--- src/smc_pkg.sv ---
// Shared types, constants and the micro-program of the segment/mesh collision block.
package smc_pkg;

  localparam int COORD_BITS = 32;
  localparam int OVS_BITS = 16;
  localparam logic [OVS_BITS-1:0] OVS_RESET = OVS_BITS'(328);
  localparam int ACC_W = 4 * COORD_BITS + 8;
  localparam int YW = (COORD_BITS + 1 > OVS_BITS + 2) ? COORD_BITS + 1 : OVS_BITS + 2;
  localparam int NDIG = (YW + 7) / 8;
  localparam int YX = 8 * NDIG;
  localparam int DIG_W = (NDIG > 1) ? $clog2(NDIG) : 1;
  localparam int DCNT_W = $clog2(OVS_BITS);
  localparam int PC_W = 6;

  typedef logic signed [COORD_BITS-1:0] coord_t;
  typedef logic signed [COORD_BITS:0] dif_t;
  typedef logic signed [ACC_W-1:0] acc_t;
  typedef logic signed [YX-1:0] ymul_t;

  localparam acc_t CMAX = acc_t'({1'b0, {(COORD_BITS-1){1'b1}}});
  localparam acc_t CMIN = -CMAX - acc_t'(1);

  typedef enum logic [2:0] {
    OP_EDGE, OP_DIFF, OP_MUL, OP_MAC, OP_MSB, OP_DIV, OP_END
  } opc_t;

  typedef enum logic [3:0] {
    X_E0X, X_E0Y, X_E0Z, X_N0, X_N1, X_N2, X_EN0, X_EN1, X_EN2, X_DV0, X_DV1, X_DV2
  } xsel_t;

  typedef enum logic [3:0] {
    Y_E0X, Y_E0Y, Y_E0Z, Y_E1X, Y_E1Y, Y_E1Z, Y_E2X, Y_E2Y, Y_E2Z,
    Y_D0, Y_D1, Y_D2, Y_TQ
  } ysel_t;

  typedef enum logic [4:0] {
    DST_NONE, DST_N0, DST_N1, DST_N2, DST_EN0, DST_EN1, DST_EN2, DST_A, DST_B,
    DST_CP0, DST_CP1, DST_CP2, DST_SIDE, DST_D_S1, DST_D_S2, DST_D_CP1, DST_D_CP2,
    DST_D_CP3
  } dst_t;

  typedef struct packed {
    opc_t  opc;
    xsel_t xs;
    ysel_t ys;
    dst_t  dst;
  } uop_t;

  typedef struct packed {
    logic go;
    logic wb;
    logic fin;
    logic hit;
    uop_t op;
  } cmd_t;

  typedef struct packed {
    logic done;
    logic ab_opp;
    logic acc_neg;
  } stat_t;

  typedef struct packed {
    logic   cmd;
    coord_t ax;
    coord_t ay;
    coord_t az;
    coord_t bx;
    coord_t by;
    coord_t bz;
    coord_t cx;
    coord_t cy;
    coord_t cz;
    logic   last;
  } item_t;

  function automatic coord_t sat_coord(input acc_t v);
    coord_t r;
    if (v > CMAX) r = coord_t'(CMAX[COORD_BITS-1:0]);
    else if (v < CMIN) r = coord_t'(CMIN[COORD_BITS-1:0]);
    else r = coord_t'(v[COORD_BITS-1:0]);
    return r;
  endfunction

  function automatic uop_t mk(input opc_t o, input xsel_t x, input ysel_t y, input dst_t d);
    uop_t u;
    u.opc = o;
    u.xs = x;
    u.ys = y;
    u.dst = d;
    return u;
  endfunction

  // Normal, plane distances, hit fraction, hit point, then an edge test for each triangle edge.
  function automatic uop_t uop_rom(input logic [PC_W-1:0] pc);
    uop_t u;
    case (pc)
      6'd0:  u = mk(OP_EDGE, X_E0X, Y_E0X, DST_NONE);
      6'd1:  u = mk(OP_MUL, X_E0Y, Y_E1Z, DST_NONE);
      6'd2:  u = mk(OP_MSB, X_E0Z, Y_E1Y, DST_N0);
      6'd3:  u = mk(OP_MUL, X_E0Z, Y_E1X, DST_NONE);
      6'd4:  u = mk(OP_MSB, X_E0X, Y_E1Z, DST_N1);
      6'd5:  u = mk(OP_MUL, X_E0X, Y_E1Y, DST_NONE);
      6'd6:  u = mk(OP_MSB, X_E0Y, Y_E1X, DST_N2);
      6'd7:  u = mk(OP_DIFF, X_E0X, Y_E0X, DST_D_S1);
      6'd8:  u = mk(OP_MUL, X_N0, Y_D0, DST_NONE);
      6'd9:  u = mk(OP_MAC, X_N1, Y_D1, DST_NONE);
      6'd10: u = mk(OP_MAC, X_N2, Y_D2, DST_A);
      6'd11: u = mk(OP_DIFF, X_E0X, Y_E0X, DST_D_S2);
      6'd12: u = mk(OP_MUL, X_N0, Y_D0, DST_NONE);
      6'd13: u = mk(OP_MAC, X_N1, Y_D1, DST_NONE);
      6'd14: u = mk(OP_MAC, X_N2, Y_D2, DST_B);
      6'd15: u = mk(OP_DIV, X_E0X, Y_E0X, DST_NONE);
      6'd16: u = mk(OP_MUL, X_DV0, Y_TQ, DST_CP0);
      6'd17: u = mk(OP_MUL, X_DV1, Y_TQ, DST_CP1);
      6'd18: u = mk(OP_MUL, X_DV2, Y_TQ, DST_CP2);
      6'd19: u = mk(OP_MUL, X_N1, Y_E0Z, DST_NONE);
      6'd20: u = mk(OP_MSB, X_N2, Y_E0Y, DST_EN0);
      6'd21: u = mk(OP_MUL, X_N2, Y_E0X, DST_NONE);
      6'd22: u = mk(OP_MSB, X_N0, Y_E0Z, DST_EN1);
      6'd23: u = mk(OP_MUL, X_N0, Y_E0Y, DST_NONE);
      6'd24: u = mk(OP_MSB, X_N1, Y_E0X, DST_EN2);
      6'd25: u = mk(OP_DIFF, X_E0X, Y_E0X, DST_D_CP1);
      6'd26: u = mk(OP_MUL, X_EN0, Y_D0, DST_NONE);
      6'd27: u = mk(OP_MAC, X_EN1, Y_D1, DST_NONE);
      6'd28: u = mk(OP_MAC, X_EN2, Y_D2, DST_SIDE);
      6'd29: u = mk(OP_MUL, X_N1, Y_E1Z, DST_NONE);
      6'd30: u = mk(OP_MSB, X_N2, Y_E1Y, DST_EN0);
      6'd31: u = mk(OP_MUL, X_N2, Y_E1X, DST_NONE);
      6'd32: u = mk(OP_MSB, X_N0, Y_E1Z, DST_EN1);
      6'd33: u = mk(OP_MUL, X_N0, Y_E1Y, DST_NONE);
      6'd34: u = mk(OP_MSB, X_N1, Y_E1X, DST_EN2);
      6'd35: u = mk(OP_DIFF, X_E0X, Y_E0X, DST_D_CP2);
      6'd36: u = mk(OP_MUL, X_EN0, Y_D0, DST_NONE);
      6'd37: u = mk(OP_MAC, X_EN1, Y_D1, DST_NONE);
      6'd38: u = mk(OP_MAC, X_EN2, Y_D2, DST_SIDE);
      6'd39: u = mk(OP_MUL, X_N1, Y_E2Z, DST_NONE);
      6'd40: u = mk(OP_MSB, X_N2, Y_E2Y, DST_EN0);
      6'd41: u = mk(OP_MUL, X_N2, Y_E2X, DST_NONE);
      6'd42: u = mk(OP_MSB, X_N0, Y_E2Z, DST_EN1);
      6'd43: u = mk(OP_MUL, X_N0, Y_E2Y, DST_NONE);
      6'd44: u = mk(OP_MSB, X_N1, Y_E2X, DST_EN2);
      6'd45: u = mk(OP_DIFF, X_E0X, Y_E0X, DST_D_CP3);
      6'd46: u = mk(OP_MUL, X_EN0, Y_D0, DST_NONE);
      6'd47: u = mk(OP_MAC, X_EN1, Y_D1, DST_NONE);
      6'd48: u = mk(OP_MAC, X_EN2, Y_D2, DST_SIDE);
      default: u = mk(OP_END, X_E0X, Y_E0X, DST_NONE);
    endcase
    return u;
  endfunction

endpackage

--- src/smc_ctrl.sv ---
// Sequencer that steps the datapath through the micro-program for each triangle.
module smc_ctrl (
  input  logic             clk,
  input  logic             rst_n,
  input  logic             in_valid,
  input  logic             in_cmd,
  output logic             in_ready,
  input  logic             out_ready,
  output logic             out_valid,
  output smc_pkg::cmd_t    cmd,
  input  smc_pkg::stat_t   st
);

  typedef enum logic [2:0] {S_IDLE, S_ISSUE, S_WAIT, S_WB, S_FIN} state_t;

  state_t                      state_r;
  logic [smc_pkg::PC_W-1:0]    pc_r;
  logic                        hit_r;
  logic                        out_valid_r;
  smc_pkg::uop_t               op;

  assign op = smc_pkg::uop_rom(pc_r);
  assign in_ready = (state_r == S_IDLE);
  assign out_valid = out_valid_r;

  always_comb begin
    cmd = '0;
    cmd.op = op;
    cmd.hit = hit_r;
    unique case (state_r)
      S_ISSUE: begin
        case (op.opc) inside
          smc_pkg::OP_EDGE, smc_pkg::OP_DIFF, smc_pkg::OP_MUL, smc_pkg::OP_MAC,
          smc_pkg::OP_MSB: cmd.go = 1'b1;
          smc_pkg::OP_DIV: cmd.go = st.ab_opp;
          default: cmd.go = 1'b0;
        endcase
      end
      S_WB: cmd.wb = 1'b1;
      S_FIN: cmd.fin = !out_valid_r || out_ready;
      default: cmd.go = 1'b0;
    endcase
  end

  always_ff @(posedge clk) begin
    if (!rst_n) begin
      state_r <= S_IDLE;
      pc_r <= '0;
      hit_r <= 1'b0;
      out_valid_r <= 1'b0;
    end else begin
      if (out_valid_r && out_ready) out_valid_r <= 1'b0;
      unique case (state_r)
        S_IDLE: begin
          if (in_valid && in_cmd) begin
            pc_r <= '0;
            state_r <= S_ISSUE;
          end
        end
        S_ISSUE: begin
          case (op.opc) inside
            smc_pkg::OP_EDGE, smc_pkg::OP_DIFF: pc_r <= pc_r + 1'b1;
            smc_pkg::OP_MUL, smc_pkg::OP_MAC, smc_pkg::OP_MSB: state_r <= S_WAIT;
            smc_pkg::OP_DIV: begin
              if (st.ab_opp) begin
                state_r <= S_WAIT;
              end else begin
                hit_r <= 1'b0;
                state_r <= S_FIN;
              end
            end
            default: begin
              hit_r <= 1'b1;
              state_r <= S_FIN;
            end
          endcase
        end
        S_WAIT: begin
          if (st.done) begin
            if (op.dst != smc_pkg::DST_NONE) begin
              state_r <= S_WB;
            end else begin
              pc_r <= pc_r + 1'b1;
              state_r <= S_ISSUE;
            end
          end
        end
        S_WB: begin
          if (op.dst == smc_pkg::DST_SIDE && st.acc_neg) begin
            hit_r <= 1'b0;
            state_r <= S_FIN;
          end else begin
            pc_r <= pc_r + 1'b1;
            state_r <= S_ISSUE;
          end
        end
        S_FIN: begin
          if (!out_valid_r || out_ready) begin
            out_valid_r <= 1'b1;
            state_r <= S_IDLE;
          end
        end
        default: state_r <= S_IDLE;
      endcase
    end
  end

endmodule

--- config.mk ---
export PLATFORM = sky130hd
export DESIGN_NAME = smc_ctrl
export DESIGN_NICKNAME = d
export VERILOG_FILES = /design/src/smc_pkg.sv /design/src/smc_ctrl.sv
export SDC_FILE = /design/constraint.sdc
export NUM_CORES = 1
export LEC_CHECK = 0
export BUFFER_PORTS_ARGS = -buffer_cell sky130_fd_sc_hd__buf_4
export CORE_MARGIN = 5
export CORE_UTILIZATION = 63
export DETAILED_ROUTE_END_ITERATION = 8
export PLACE_DENSITY_LB_ADDON = 0.25
export SLEW_MARGIN = 20
export SYNTH_ARGS = -nofsm -noshare
export SYNTH_HDL_FRONTEND = slang
export SYNTH_SLANG_ARGS = --single-unit
--- constraint.sdc ---
create_clock -name clk -period 6.5 [get_ports clk]
set_input_delay 0.975 -clock clk [delete_from_list [all_inputs] [get_ports clk]]
set_output_delay 0.975 -clock clk [all_outputs]
set_load 0.005 [all_outputs]
==> flow_summary.yaml <==
floorplanning:
  die_area_um2: 5287
  die_w_um: 72.71
  rows: 22
  core_um2: 3744
  io_pins: 30
  initial_core_util_pct: 66.18
  die_h_um: 72.71
routing:
  first_pass_iters: 7
  drc: 0
  dr_total_vias: 2745
  via_per_inst: 7.281
  drt_iter0_markers: 509
  drt_wl_total_um: 7368
  antenna_left: 0
  wl_per_cell_um: 19.54
global_routing:
  antenna_found_initial: 0
  grt_overflow: 0
  grt_pass1_wl_um: 11570
  grt_pass1_vias: 2405
  grt_max_degree: 38
  track_usage_pct: 27.44
cells_and_area:
  syn_to_final_growth_pct: 7.222
  final_nets: 352
  drive_gt1_share_pct: 19.15
  regArea_um2: 540.5
  multiInputGateArea_um2: 1717
  layout_common_cells: "35 x nor2_1, 31 x buf_4, 27 x dfxtp_1, 20 x nand2_1, 19 x nand3_1"
  fillers: 303
  fin_cells: 377
  final_common_cell: "nor2_1"
  antennaDiodeCount: 0
logic_synthesis:
  syn_area_per_cell_um2: 7.742
  async_flop_share_pct: 0
  synth_warnings: 0
  ys_types: 71
  yosys-top-cells-area: "dfxtp_1 22%, ha_1 7.1%, nor2_1 5.3%, o211ai_1 4.2%, nand3_1 3.8%"
  synth-main-ff-cell: "dfxtp_1"
  syn-instance-count: 320
  yosys_register_bits: 27
  post-synth-top-area-cell: "dfxtp_1"
  synth-edff-count: 0
  ys_seq_area_share_pct: 21.82
  synth_fp_nets: 342
  yosysTopAreaCellShare_pct: 21.82
  synthesis.area_um2: 2477
timing:
  clock.fmax_ghz: 0.2437
  period_minus_slack_ns: 4.104
  fin_worst_skew_ns: 0.01609
  fin_crit_sh_pct: 63.14
  fin_hold_ws_ns: 0.5112
  tns_ns: 0
  hold_violations: 0
  rsz0062_at_grt: "false"
  worst_pin_slew_ns: 0.9646
  finalSetupViolCount: 0
  slew_headroom_pct: 35.01
  fin_ws_ns: 2.396
  finalMaxSlewViolations: 0
worst_setup_path:
  startpoint_type: "primary input"
  cp_top_family: "compound AO/OA/AOI/OAI gates"
  crit_path_top_delay_cell: "or3_1"
  reg2reg_depth: 10
  path_depth: 11
  worstPathRequired_ns: 6.72
  reg2reg_to: "op[3]"
  path_max_fanout: 14
  regToRegSetupSlack_ns: 2.42
  cpPeakStageDelay_ns: 0.54
  crit_arrival_ns: 4.32
  path_class: "primary input to flop"
  crit_path_end_kind: "flop"
  rr_startpoint: "state_r[0]"
  path_cells: "buf_4 -> a21oi_1 -> a221o_1 -> or3_1 -> mux2_2 -> inv_1 -> ha_1 -> nand3_1 -> a2111oi_0 -> a41oi_1 -> o211ai_1"
  crit_buf_inv: 2
placed_design:
  place_congestion: 1.055
  hpwl_um: 5276
  place_worst_setup_slack_ns: 2.266
  dpl.cell_count: 373
  portBuffers: 29
cts:
  cts_tree: "yes"
  clk_path_buf_depth: 2
  cts_hold_buf: 0
  clock_latency_ns: 0.29
  clkSinkCount: 27
  clock-root-buffer: "clkbuf_8"
  cts_buffers: 3
  htree_levels: 1
  post_cts_resized: 0
  post_cts_buffers: 0
  path_clk_slew_ns: 0.11
status:
  outcome: "complete, no violations"
pwr:
  power_density_nw_per_um2: 138.2
  vdd_drop_max_mv: 0.1400
  leakage_uw: 0.001096
worst_hold_path:
  min_from: "hit_r"
  whs_path_depth: 2
  min_to: "hit_r"
  worstHoldPathType: "flop to flop"
run:
  cap_violations: 0
final cells by class:
class / count / share of cell area (%)
tap: 48 / 2.261
sequential: 27 / 20.35
clock inverter: 1 / 0.2826
multi-input combinational: 252 / 64.63
timing repair buffer: 31 / 8.761
inverter: 15 / 2.167
clock buffer: 3 / 1.554
worst max path at each step:
stage               startpoint      to  slack (ns)
finish                   st[2]   op[3]        2.40
global route        state_r[0]   op[3]        2.33
CTS                      st[2]   op[3]        2.57
detailed placement       st[2]   op[3]        2.27
global placement         st[2]   op[3]        2.29
floorplan                st[2]  op[13]        2.80
Yosys cell counts, types with 3 or more instances:
master / number
a22oi_1: 3
nor4_1: 4
buf_6: 6
inv_1: 12
and3_1: 5
a211o_1: 4
a211oi_1: 3
nand3b_1: 3
ha_1: 14
buf_2: 13
o21ai_0: 12
and2_1: 5
a21oi_1: 13
o211ai_1: 14
nand3_1: 19
nor2_1: 35
a31oi_1: 7
mux2i_1: 3
o21ai_1: 3
nor3b_1: 3
o21a_1: 3
nor3_1: 12
mux2_2: 5
o22ai_1: 3
clkbuf_1: 4
dfxtp_1: 27
nand2_1: 20
per-layer routing:
| layer | global-route usage (%) | vias up | part of all wire, % |
|---|---|---|---|
| li1 | - | 1220 | - |
| met1 | 37.85 | 1227 | 38 |
| met2 | 38.98 | 254 | 43 |
| met3 | 7.713 | 44 | 15 |
| met4 | 13.11 | 0 | 3.6 |
| met5 | 0 | - | 0 |
worst min-delay path, stage by stage (launching register included):
cell and delay [ns]:
dfxtp_1 0.34, mux2i_1 0.07, nor2_1 0.08
through the flow:
step	area, um^2	util [%]	total power (uW)
floorplan	2477	-	239.2
global placement	2608	69.65	261.5
detailed placement	2608	69.65	263.6
CTS	2656	70.96	364.1
global route	2656	70.96	381.8
finish	2656	70.96	367.0
power by group:
group | switching (uW) | internal [uW] | total, uW | leakage (uW)
Combinational | 52.2 | 34.4 | 86.6 | 0.000856
Clock | 60.0 | 43.8 | 104 | 0.0000217
Sequential | 6.22 | 170 | 177 | 0.000218
logic make-up (layout without fill, tap and decap cells):
group / Yosys count / after routing / share of synthesized area [%]
buffers and inverters: 41 / 50 / 8.888
adder cells (fa/ha/maj): 14 / 14 / 7.071
flip-flops: 27 / 27 / 21.82
AND/OR/NAND/NOR: 130 / 130 / 28.99
multiplexers: 9 / 9 / 4.091
AO/OA/AOI/OAI: 99 / 99 / 29.14
sequential cells by signal, summed over array words and instances (netlist names):
name       flops
op            16
out_valid      1
state_r        3
hit_r          1
pc_r           6
(Power assumes the default switching activity.)
